`config.mk`:
```
export PLATFORM = sky130hd
export DESIGN_NAME = int64_to_decimal_ascii_core
export DESIGN_NICKNAME = d
export VERILOG_FILES = /design/src/design/i2da_pkg.sv /design/src/design/i2da_front.sv /design/src/design/i2da_queue.sv /design/src/design/i2da_back.sv /design/src/design/int64_to_decimal_ascii_core.sv
export SDC_FILE = /design/constraint.sdc
export NUM_CORES = 1
export LEC_CHECK = 0
export ABC_AREA = 1
export ABC_CLOCK_PERIOD_IN_PS = 6440
export BUFFER_PORTS_ARGS = -buffer_cell sky130_fd_sc_hd__clkbuf_2
export CAP_MARGIN = 25
export CORE_AREA = 2 2 181 183
export DETAILED_ROUTE_END_ITERATION = 6
export DIE_AREA = 0 0 183 185
export PLACE_DENSITY = 0.64
export SLEW_MARGIN = 10
export SYNTH_ARGS = -nofsm -noshare
export SYNTH_HDL_FRONTEND = slang
export SYNTH_SLANG_ARGS = --single-unit
```
`constraint.sdc`:
```
create_clock -name clk_i -period 6.44 [get_ports clk_i]
set_input_delay 0.322 -clock clk_i [delete_from_list [all_inputs] [get_ports clk_i]]
set_output_delay 0.322 -clock clk_i [all_outputs]
set_load 0.05 [all_outputs]
```
`src/design/i2da_pkg.sv`:
```
package i2da_pkg;

  // Widths of the number and of its decimal image.
  localparam int unsigned ValueW    = 64;
  localparam int unsigned NumDigits = 20;
  localparam int unsigned BcdW      = NumDigits * 4;
  localparam int unsigned BitCntW   = $clog2(ValueW);
  localparam int unsigned RemW      = $clog2(NumDigits + 1);

  // ASCII codes that the block emits.
  localparam logic [7:0] CharZero  = 8'h30;
  localparam logic [7:0] CharMinus = 8'h2D;

  // Input word: the raw bits and the reading mode.
  typedef struct packed {
    logic [ValueW-1:0] value;
    logic              signed_mode;
  } in_t;

  // Result word: one character of the text.
  typedef struct packed {
    logic [7:0] char_code;
    logic       last_char;
  } out_t;

  // Classified job passed from the front to the back.
  typedef struct packed {
    logic              negative;
    logic [ValueW-1:0] magnitude;
  } job_t;

  // Queue status seen by the back end.
  typedef struct packed {
    logic valid;
    logic full;
  } q_status_t;

  // Back end sequencer states.
  typedef enum logic [2:0] {
    BackIdle,
    BackConv,
    BackSkip,
    BackSign,
    BackEmit
  } back_state_e;

endpackage

```
`src/design/i2da_front.sv`:
```
module i2da_front
  import i2da_pkg::*;
(
  input  logic start_i,
  input  logic full_i,
  input  in_t  data_i,
  output logic push_o,
  output job_t job_o
);

  logic negative;

  // A word is taken when start is high and the queue has room.
  assign push_o = start_i & ~full_i;

  // Signed mode with the top bit set is negative; take the two's complement magnitude.
  assign negative = data_i.signed_mode & data_i.value[ValueW-1];

  assign job_o.negative  = negative;
  assign job_o.magnitude = negative ? (~data_i.value + {{(ValueW-1){1'b0}}, 1'b1})
                                    : data_i.value;

endmodule

```
`src/design/i2da_queue.sv`:
```
module i2da_queue
  import i2da_pkg::*;
(
  input  logic      clk_i,
  input  logic      rst_ni,
  input  logic      push_i,
  input  job_t      job_i,
  input  logic      pop_i,
  output q_status_t status_o,
  output job_t      job_o
);

  job_t       entry_q [2];
  logic       wptr_q, wptr_d;
  logic       rptr_q, rptr_d;
  logic [1:0] count_q, count_d;

  // Pointer and fill count update.
  always_comb begin
    wptr_d  = wptr_q ^ push_i;
    rptr_d  = rptr_q ^ pop_i;
    count_d = count_q + {1'b0, push_i} - {1'b0, pop_i};
  end

  always_ff @(posedge clk_i or negedge rst_ni) begin
    if (!rst_ni) begin
      wptr_q  <= 1'b0;
      rptr_q  <= 1'b0;
      count_q <= 2'd0;
    end else begin
      wptr_q  <= wptr_d;
      rptr_q  <= rptr_d;
      count_q <= count_d;
    end
  end

  // Entry storage needs no reset.
  always_ff @(posedge clk_i) begin
    if (push_i) begin
      entry_q[wptr_q] <= job_i;
    end
  end

  assign status_o.valid = (count_q != 2'd0);
  assign status_o.full  = (count_q == 2'd2);
  assign job_o          = entry_q[rptr_q];

endmodule

```
`src/design/i2da_back.sv`:
```
module i2da_back
  import i2da_pkg::*;
(
  input  logic      clk_i,
  input  logic      rst_ni,
  input  q_status_t status_i,
  input  job_t      job_i,
  output logic      pop_o,
  output logic      strobe_o,
  output out_t      result_o
);

  back_state_e        state_q, state_d;
  logic [ValueW-1:0]  mag_q;
  logic [BcdW-1:0]    bcd_q;
  logic [BcdW-1:0]    bcd_adj;
  logic               neg_q;
  logic [BitCntW-1:0] bit_q;
  logic [RemW-1:0]    rem_q;
  logic [3:0]         top_digit;
  logic               lead_zero;

  assign top_digit = bcd_q[BcdW-1 -: 4];
  assign lead_zero = (top_digit == 4'd0) && (rem_q > {{(RemW-1){1'b0}}, 1'b1});

  // Double-dabble correction: every digit of five or more gets three added.
  always_comb begin
    for (int i = 0; i < NumDigits; i++) begin
      bcd_adj[i*4 +: 4] = (bcd_q[i*4 +: 4] >= 4'd5) ? (bcd_q[i*4 +: 4] + 4'd3)
                                                     : bcd_q[i*4 +: 4];
    end
  end

  // Next state.
  always_comb begin
    state_d = state_q;
    case (state_q)
      BackIdle: begin
        if (status_i.valid) begin
          state_d = BackConv;
        end
      end
      BackConv: begin
        if (bit_q == BitCntW'(ValueW - 1)) begin
          state_d = BackSkip;
        end
      end
      BackSkip: begin
        if (!lead_zero) begin
          state_d = neg_q ? BackSign : BackEmit;
        end
      end
      BackSign: begin
        state_d = BackEmit;
      end
      BackEmit: begin
        if (rem_q == {{(RemW-1){1'b0}}, 1'b1}) begin
          state_d = BackIdle;
        end
      end
      default: begin
        state_d = BackIdle;
      end
    endcase
  end

  // Outputs.
  always_comb begin
    pop_o              = 1'b0;
    strobe_o           = 1'b0;
    result_o.char_code = CharZero + {4'd0, top_digit};
    result_o.last_char = 1'b0;
    case (state_q)
      BackIdle: begin
        pop_o = status_i.valid;
      end
      BackSign: begin
        strobe_o           = 1'b1;
        result_o.char_code = CharMinus;
      end
      BackEmit: begin
        strobe_o           = 1'b1;
        result_o.last_char = (rem_q == {{(RemW-1){1'b0}}, 1'b1});
      end
      default: begin
        pop_o = 1'b0;
      end
    endcase
  end

  always_ff @(posedge clk_i or negedge rst_ni) begin
    if (!rst_ni) begin
      state_q <= BackIdle;
    end else begin
      state_q <= state_d;
    end
  end

  // Datapath: load, shift one bit per cycle into the BCD word, then shift digits out.
  always_ff @(posedge clk_i) begin
    case (state_q)
      BackIdle: begin
        mag_q <= job_i.magnitude;
        neg_q <= job_i.negative;
        bcd_q <= '0;
        bit_q <= '0;
      end
      BackConv: begin
        bcd_q <= {bcd_adj[BcdW-2:0], mag_q[ValueW-1]};
        mag_q <= {mag_q[ValueW-2:0], 1'b0};
        bit_q <= bit_q + {{(BitCntW-1){1'b0}}, 1'b1};
        rem_q <= RemW'(NumDigits);
      end
      BackSkip: begin
        if (lead_zero) begin
          bcd_q <= {bcd_q[BcdW-5:0], 4'd0};
          rem_q <= rem_q - {{(RemW-1){1'b0}}, 1'b1};
        end
      end
      BackEmit: begin
        bcd_q <= {bcd_q[BcdW-5:0], 4'd0};
        rem_q <= rem_q - {{(RemW-1){1'b0}}, 1'b1};
      end
      default: begin
        bit_q <= bit_q;
      end
    endcase
  end

endmodule

```
`src/design/int64_to_decimal_ascii_core.sv`:
```
// Converts one 64-bit number to its decimal ASCII text.
// Input channel: data_i carries the value and the signed_mode flag; a word is
// taken at a rising edge where start is high and busy is low. busy is high
// only while the two-entry job queue between the front and back ends is full.
// Output channel: each character appears on result_o for one cycle with
// result_strobe_o high, most significant character first; last_char marks the
// final character. A negative signed value is preceded by '-'. The receiver
// cannot stall, so the back end runs freely once it has a job.
// Sequence: once the back end is idle it takes a queued job, runs bit-serial
// double-dabble over all 64 bits, then skips the leading zero digits, emits an
// optional sign character, and emits the digits one per strobe. Leading zeros
// and digits always add up to 20. The back end takes a new job only after the
// last character of the current number is out; the queue lets the next two
// words be taken while a conversion runs.
// Reset clears the queue and returns the back end to idle; no output is
// produced until a new word is taken.
module int64_to_decimal_ascii_core
  import i2da_pkg::*;
(
  input  logic clk_i,
  input  logic rst_ni,
  input  logic start,
  output logic busy,
  input  in_t  data_i,
  output logic result_strobe_o,
  output out_t result_o
);

  logic      push;
  logic      pop;
  job_t      front_job;
  job_t      queue_job;
  q_status_t q_status;

  assign busy = q_status.full;

  // Front end: accepts and classifies a word.
  i2da_front u_front (
    .start_i (start),
    .full_i  (q_status.full),
    .data_i  (data_i),
    .push_o  (push),
    .job_o   (front_job)
  );

  // Short queue between the two ends.
  i2da_queue u_queue (
    .clk_i    (clk_i),
    .rst_ni   (rst_ni),
    .push_i   (push),
    .job_i    (front_job),
    .pop_i    (pop),
    .status_o (q_status),
    .job_o    (queue_job)
  );

  // Back end: converts and emits characters.
  i2da_back u_back (
    .clk_i    (clk_i),
    .rst_ni   (rst_ni),
    .status_i (q_status),
    .job_i    (queue_job),
    .pop_o    (pop),
    .strobe_o (result_strobe_o),
    .result_o (result_o)
  );

endmodule

```
== Yosys cells after proc, flatten, opt, wreduce, memory -nomap -nowiden ==
Memories as Yosys holds them, arrays and structs flattened.
Cells that the tools add are included.
Word-level totals
  bits in latches: 0
  output and inout bits: 11
  input port bits: 68
  ROM bits: 0
  word-level logic and storage cells: 125
  register bits: 163
  memories: 1
  RAM bits: 130
Cells by class
  bitwise logic cells: 6
  divide/modulo/power cells: 0
  reduce and logical (&&, ||, !) cells: 11
  equal/unequal tests: 12
  $mul: 0
  add/subtract/negate cells: 26
  mux-type cells: 39
  shift-type cells: 0
  $lt $le $gt $ge: 21
Memory list
  u_queue.entry_q: words 2, width 65, read ports 1, clocked after memory_dff 0, wr ports 1, line i2da_queue.sv:13  | job_t entry_q [2];
Operators with widths (number)
  $pmux W80 S4: 1
  $pmux W64 S2: 1
  $ge A4 B3 Y1 const B: 20
  $mux W80: 1
  $add A4 B2 Y4 const B: 19
  $mux W4: 19
  $add A64 B1 Y64 const B: 1
  $mux W64: 1
  $not A64 Y64: 1
  $mux W3: 6
  $pmux W3 S5: 1
  $pmux W5 S3: 1
  $pmux W6 S2: 1
  $mux W8: 1
  $ne A2 B1 Y1 const B: 4
  $add A6 B4 Y7 const A: 1
  $add A6 B1 Y6 const B: 1
  $eq A3 B2 Y1 const B: 2
  $eq A6 B6 Y1 const B: 1
  $eq A5 B1 Y1 const B: 1
  $gt A5 B1 Y1 const B: 1
  $mux W1: 5
  $mux W5: 1
  $sub A5 B1 Y5 const B: 1
  other kinds (19): 23

== Depth between registers and ports, before layout ==
  word-level depth: 5
  mapped depth: 11
  mapped depth without buffers: 11

== Hierarchy ==
A second synthesis with hierarchy kept.
Unflattened totals
  cell total of the unflattened synthesis: 1817
  area, all modules: 16092.9 um^2
Modules (own cells, without submodules)
  i2da_back: area each 8695.8 um^2, instances 1, cells an instance 966
  i2da_queue: area each 5033.6 um^2, instances 1, cells an instance 363
  i2da_front: area each 2363.5 um^2, instances 1, cells an instance 488

== Worst setup path before layout ==
OpenSTA, ideal clock, no wires.
  path kind: flip-flop to flip-flop
  from: register u_back.state_q[2]
  to: register u_back.bcd_q[0] (enable)
  slack: 1.442 ns
  data arrival time: 4.545 ns
  stages on the path, launching flop included: 4
  buffers on the path: 0
  required time: 5.988 ns
  clock period less this slack: 4.998 ns
  path through: dfrtp_1 nor2_2 inv_2 nand3_1
On the way
  cells in the longest elaborated chain, start to end: 3
  elaborated cells on any way between the ends: 7
  those cells by class: eq/ne: 4; reduce/logical: 3
Ends and longest elaborated chain
  from (decl): line i2da_back.sv:13  | back_state_e state_q, state_d;
  from (signal assigned): line i2da_back.sv:93  | state_q <= BackIdle;
  from (signal assigned): line i2da_back.sv:95  | state_q <= state_d;
  $eq A3 B1 Y1, or another cell as far along: line i2da_back.sv:101  | case (state_q)
  $reduce_bool A4 Y1 (no line) / $ne A2 B1 Y1 (equally long branches)
  $reduce_and A2 Y1 (no line) (*)
  to (signal assigned): line i2da_back.sv:109  | bcd_q <= {bcd_adj[BcdW-2:0], mag_q[ValueW-1]};
  to (signal assigned): line i2da_back.sv:116  | bcd_q <= {bcd_q[BcdW-5:0], 4'd0};
  to (signal assigned): line i2da_back.sv:121  | bcd_q <= {bcd_q[BcdW-5:0], 4'd0};
  to (decl): line i2da_back.sv:15  | logic [BcdW-1:0] bcd_q;
Every way passes the cells marked *; elsewhere a longest branch is shown, timed or not.
A chain may end at the register's enable or synchronous reset.

== Worst setup path after layout ==
  from: register u_back.state_q[2]
  to: register u_back.bcd_q[19] (data pin)
On the way
  cells in the longest elaborated chain, start to end: 2
  elaborated cells on any way between the ends: 5
  those cells by class: eq/ne: 3; mux: 1; reduce/logical: 1
Ends and longest elaborated chain (line)
  $eq A3 B3 Y1, or another cell as far along: i2da_back.sv:101
  $pmux W80 S4 (*): i2da_back.sv:101
Marks and branches as above.

==> flow_summary.rst <==
.. list-table::
   :header-rows: 1

   * - Metric
     - Value
   * - Maximum fanout encountered on the critical timing path
     - 90
   * - Library cell with the largest summed area after synthesis
     - sky130_fd_sc_hd__edfxtp_1
   * - Nets@finish
     - 1885
   * - Post-Place Setup Slack
     - around 2.7 ns
   * - Area of the die
     - between 30000 and 40000 sq um
   * - Maximum number of pins on one net before global-route repair
     - 102
   * - Final Max Slew Viols
     - 0
   * - Outcome
     - completed
   * - Storage cell area
     - 8770 sq um
   * - Areal power density over the cells
     - about 260 nW/um^2
   * - Yosys cell types
     - 44
   * - Detailed-route DRC error count
     - 0
   * - Power consumption
     - between 0.004 and 0.005 W
   * - TritonCTS clock tree
     - yes
   * - Placer congestion estimate
     - around 0.93
   * - Critical Path End Type
     - flop
   * - First-pass GRT wire length
     - roughly 54 mm
   * - ANT nets after route
     - 0
   * - Netlist area before placement
     - 15700 sq um
   * - Multi-input logic area
     - 5790 sq um
   * - Number of max-capacitance violations reported
     - 0
   * - Worst path arrival time
     - 3.67 ns
   * - Max Clock Freq
     - 306 MHz
   * - Worst supply voltage drop on vdd
     - 0.254 mV
   * - Part of the Yosys area used for sequential elements
     - 55.9%
   * - Fill count
     - 2869
   * - Overall overflow remaining after global route
     - 0
   * - Worst Slack Setup Final
     - 3.17 ns
   * - Core ar.
     - 32000 sq um
   * - Number of port buffers
     - 75
   * - Type of the tightest min-delay check
     - primary input to flop
   * - Starting Density
     - between 40% and 50%
   * - Most frequent cell on the critical path
     - sky130_fd_sc_hd__buf_4
   * - Number of clock sinks
     - 293
   * - Root buffer cell
     - sky130_fd_sc_hd__clkbuf_16
   * - Die Ht
     - 185 um
   * - Share of async-settable or async-resettable flops after synthesis
     - 2.39%
   * - Antenna violations before repair
     - 0
   * - Total number of vias
     - approximately 11000
   * - Overall routing resource usage
     - 19.6%
   * - Detailed Routing Iterations Pass 1
     - 5
   * - Worst slew margin relative to its limit
     - a little under two fifths
   * - Period Utilization, post-route
     - 50.7%
   * - Most used standard cells in the synthesized netlist
     - sky130_fd_sc_hd__nand2_1 (368), sky130_fd_sc_hd__edfxtp_1 (286), sky130_fd_sc_hd__o21ai_0 (272)
   * - Number of buffers inserted during clock tree synthesis
     - 30
   * - Wire length per cell
     - 14.9 um
   * - Minimum clock period after layout
     - 3.27 ns
   * - Top-count cell post-synth
     - sky130_fd_sc_hd__nand2_1
   * - Cell type of the slowest stage on the worst timing path
     - sky130_fd_sc_hd__buf_4
   * - Rows
     - 66
   * - CTS max path bufs
     - 3
   * - First-iteration detailed-routing DRC count
     - between 800 and 900
   * - Area fraction of the dominant cell type after synthesis
     - 54.8%
   * - Count of final hold-check violations
     - 0
   * - DR vias/cell
     - 5.20
   * - Kind of cell with the highest combined delay on the critical path
     - buffers and inverters
   * - Worst clock skew on the final layout
     - 0.0224 ns
   * - FF+latch count, synth
     - 293
   * - Sum of net half-perimeters after detailed placement
     - 22.3 mm
   * - Delay contributed by the slowest stage of the critical path
     - slightly above 0.7 ns
   * - Number of instances in the synthesized netlist
     - 1702
   * - Die extent in x
     - 183 um
   * - I/O Pins
     - 79
   * - H-tree lvl count
     - 1
   * - Unrepaired setup endpoints after global routing
     - no
   * - Mean instance size in the synthesized netlist
     - just over 9 sq um
   * - Buffers & Inverters on Critical Path
     - 4
   * - Most common flop cell mapped by yosys
     - sky130_fd_sc_hd__edfxtp_1
   * - Category of the worst setup path launch point
     - flop
   * - Worst Max-Slew Pin Slew
     - 0.942 ns
   * - Post-synth EDFFs
     - 286
   * - Synthesis-to-finish area growth
     - 11.3%
   * - Ant. Diodes
     - 0
   * - Number of synthesis warnings
     - 0
   * - Startpoint-to-endpoint class of the critical path
     - flop to flop
   * - Number of buffers added for setup after CTS
     - 0
   * - Via count of the first global-routing pass
     - 10900
   * - Leakage power total
     - ~7.4 nW
   * - Cell-by-cell trace of the critical path
     - nor2_4 -> buf_4 -> inv_2 -> nor2_8 -> buf_12 -> buf_4 -> o21ai_0 -> o22ai_1
   * - Required time of the critical path
     - between 6 and 7 ns
   * - Fraction of final layout cells with drive strength greater than 1
     - 9.43%
   * - Sum of negative setup slack
     - 0 ns
   * - Cell types occupying the most area after synthesis
     - sky130_fd_sc_hd__edfxtp_1 (55%), sky130_fd_sc_hd__nand2_1 (8.8%), sky130_fd_sc_hd__o21ai_0 (8.7%)
   * - Setup violations, final
     - 0
   * - Clock-pin slew reported for the worst setup and hold paths after clock tree synthesis
     - 0.06 ns
   * - Wire length after detailed routing
     - between 30 and 40 mm
   * - Clock latency at the later pin of the worst-skew pair
     - 0.56 ns
power by group:
part / internal [W] / switching (W) / total, W
logic: 0.000113 / 0.000318 / 0.000431
registers: 0.00233 / 0.0000399 / 0.00237
clock network: 0.000995 / 0.000715 / 0.00171
stage by stage:
stage          utilization [%]  hold WS, ns  instance area (sq um)  std cells
3_3_place_gp              51.1        0.167                  16400       2140
4_1_cts                   54.2        0.103                  17400       2197
5_1_grt                   54.4        0.119                  17400       2200
2_1_floorplan                -       0.0264                  15700       1703
3_5_place_dp              51.1        0.171                  16400       2140
6_report                  54.4        0.121                  17400       2200
registers in the layout, summed over array words and instances, names as in the netlist:
| signal | count |
|---|---|
| u_back.neg_q | 1 |
| u_queue.wptr_q | 1 |
| u_queue.entry_q | 130 |
| u_back.state_q | 3 |
| u_queue.rptr_q | 1 |
| u_back.bcd_q | 80 |
| u_back.rem_q | 5 |
| u_back.mag_q | 64 |
| u_queue.count_q | 2 |
| u_back.bit_q | 6 |
kinds of logic after synthesis:
group,synth area share [%]
other,0.0479
multiplexers,0.144
XOR/XNOR,3.02
AND/OR/NAND/NOR,16.9
flip-flops,55.9
buffers and inverters,7.33
adder cells (fa/ha/maj),3.83
AO/OA/AOI/OAI,12.8
worst register-to-register path, cell delays in order, from the launching register on:
cell and delay (ns):
sky130_fd_sc_hd__dfrtp_1 0.43, sky130_fd_sc_hd__nor2_4 0.09, sky130_fd_sc_hd__buf_4 0.72, sky130_fd_sc_hd__inv_2 0.20, sky130_fd_sc_hd__nor2_8 0.32, sky130_fd_sc_hd__buf_12 0.30, sky130_fd_sc_hd__buf_4 0.67, sky130_fd_sc_hd__o21ai_0 0.25
sky130_fd_sc_hd__o22ai_1 0.15
routing by layer:
layer	global-route usage [%]	vias up	share of wire [%]
met4	5.47	0	2.2
li1	-	5843	-
met3	2.77	51	4.6
met1	27.1	5322	46
met5	0	-	0
met2	32.7	231	47
cells in the final DEF, fill, tap and decap left out, types with 8 or more instances in the layout:
cell,n
sky130_fd_sc_hd__nand4_1,10
sky130_fd_sc_hd__edfxtp_1,286
sky130_fd_sc_hd__xor2_1,37
sky130_fd_sc_hd__o22ai_1,19
sky130_fd_sc_hd__inv_1,227
sky130_fd_sc_hd__nand3_1,53
sky130_fd_sc_hd__xnor2_1,17
sky130_fd_sc_hd__nand2_1,368
sky130_fd_sc_hd__o21ai_1,9
sky130_fd_sc_hd__nor2_1,163
sky130_fd_sc_hd__buf_4,8
sky130_fd_sc_hd__ha_1,46
sky130_fd_sc_hd__clkinv_2,8
sky130_fd_sc_hd__clkbuf_2,75
sky130_fd_sc_hd__o21ai_0,272
sky130_fd_sc_hd__clkbuf_16,31
sky130_fd_sc_hd__nand3b_1,9
sky130_fd_sc_hd__a21oi_1,73
final timing paths:
check                                                  endpoint                          start  depth (start not counted)  slack [ns]
worst max-delay path                 u_back.bcd_q[19]$_DFFE_PP_  u_back.state_q[2]$_DFFE_PN0P_                          8        3.17
min in group asynchronous         u_back.state_q[0]$_DFFE_PN0P_                         rst_ni                          2        0.15
worst min-delay path            u_queue.entry_q[1][2]$_DFFE_PP_                      data_i[3]                          2        0.12
max in group asynchronous              u_queue.rptr_q$_DFF_PN0_                         rst_ni                          2        6.11
worst min register to register       u_back.mag_q[35]$_DFFE_PP_     u_back.mag_q[34]$_DFFE_PP_                          2        0.52
worst max register to register       u_back.bcd_q[19]$_DFFE_PP_  u_back.state_q[2]$_DFFE_PN0P_                          8        3.17
area by class of cell:
class	instances	share of cell area [%]
Tap cell	408	2.93
Timing Repair Buffer	88	3.04
Inverter	232	4.99
Sequential cell	293	50.3
Clock inverter	20	1.03
Clock buffer	35	4.53
Multi-Input combinational cell	1124	33.2
what timing repair did:
| action | 4_1_cts | 5_1_grt |
|---|---|---|
| hold buffers | 2 | 0 |
| resized for setup | 0 | 0 |
| endpoints found under the hold margin | 9 | 0 |
Note: power is estimated with default switching activity, not from simulation.
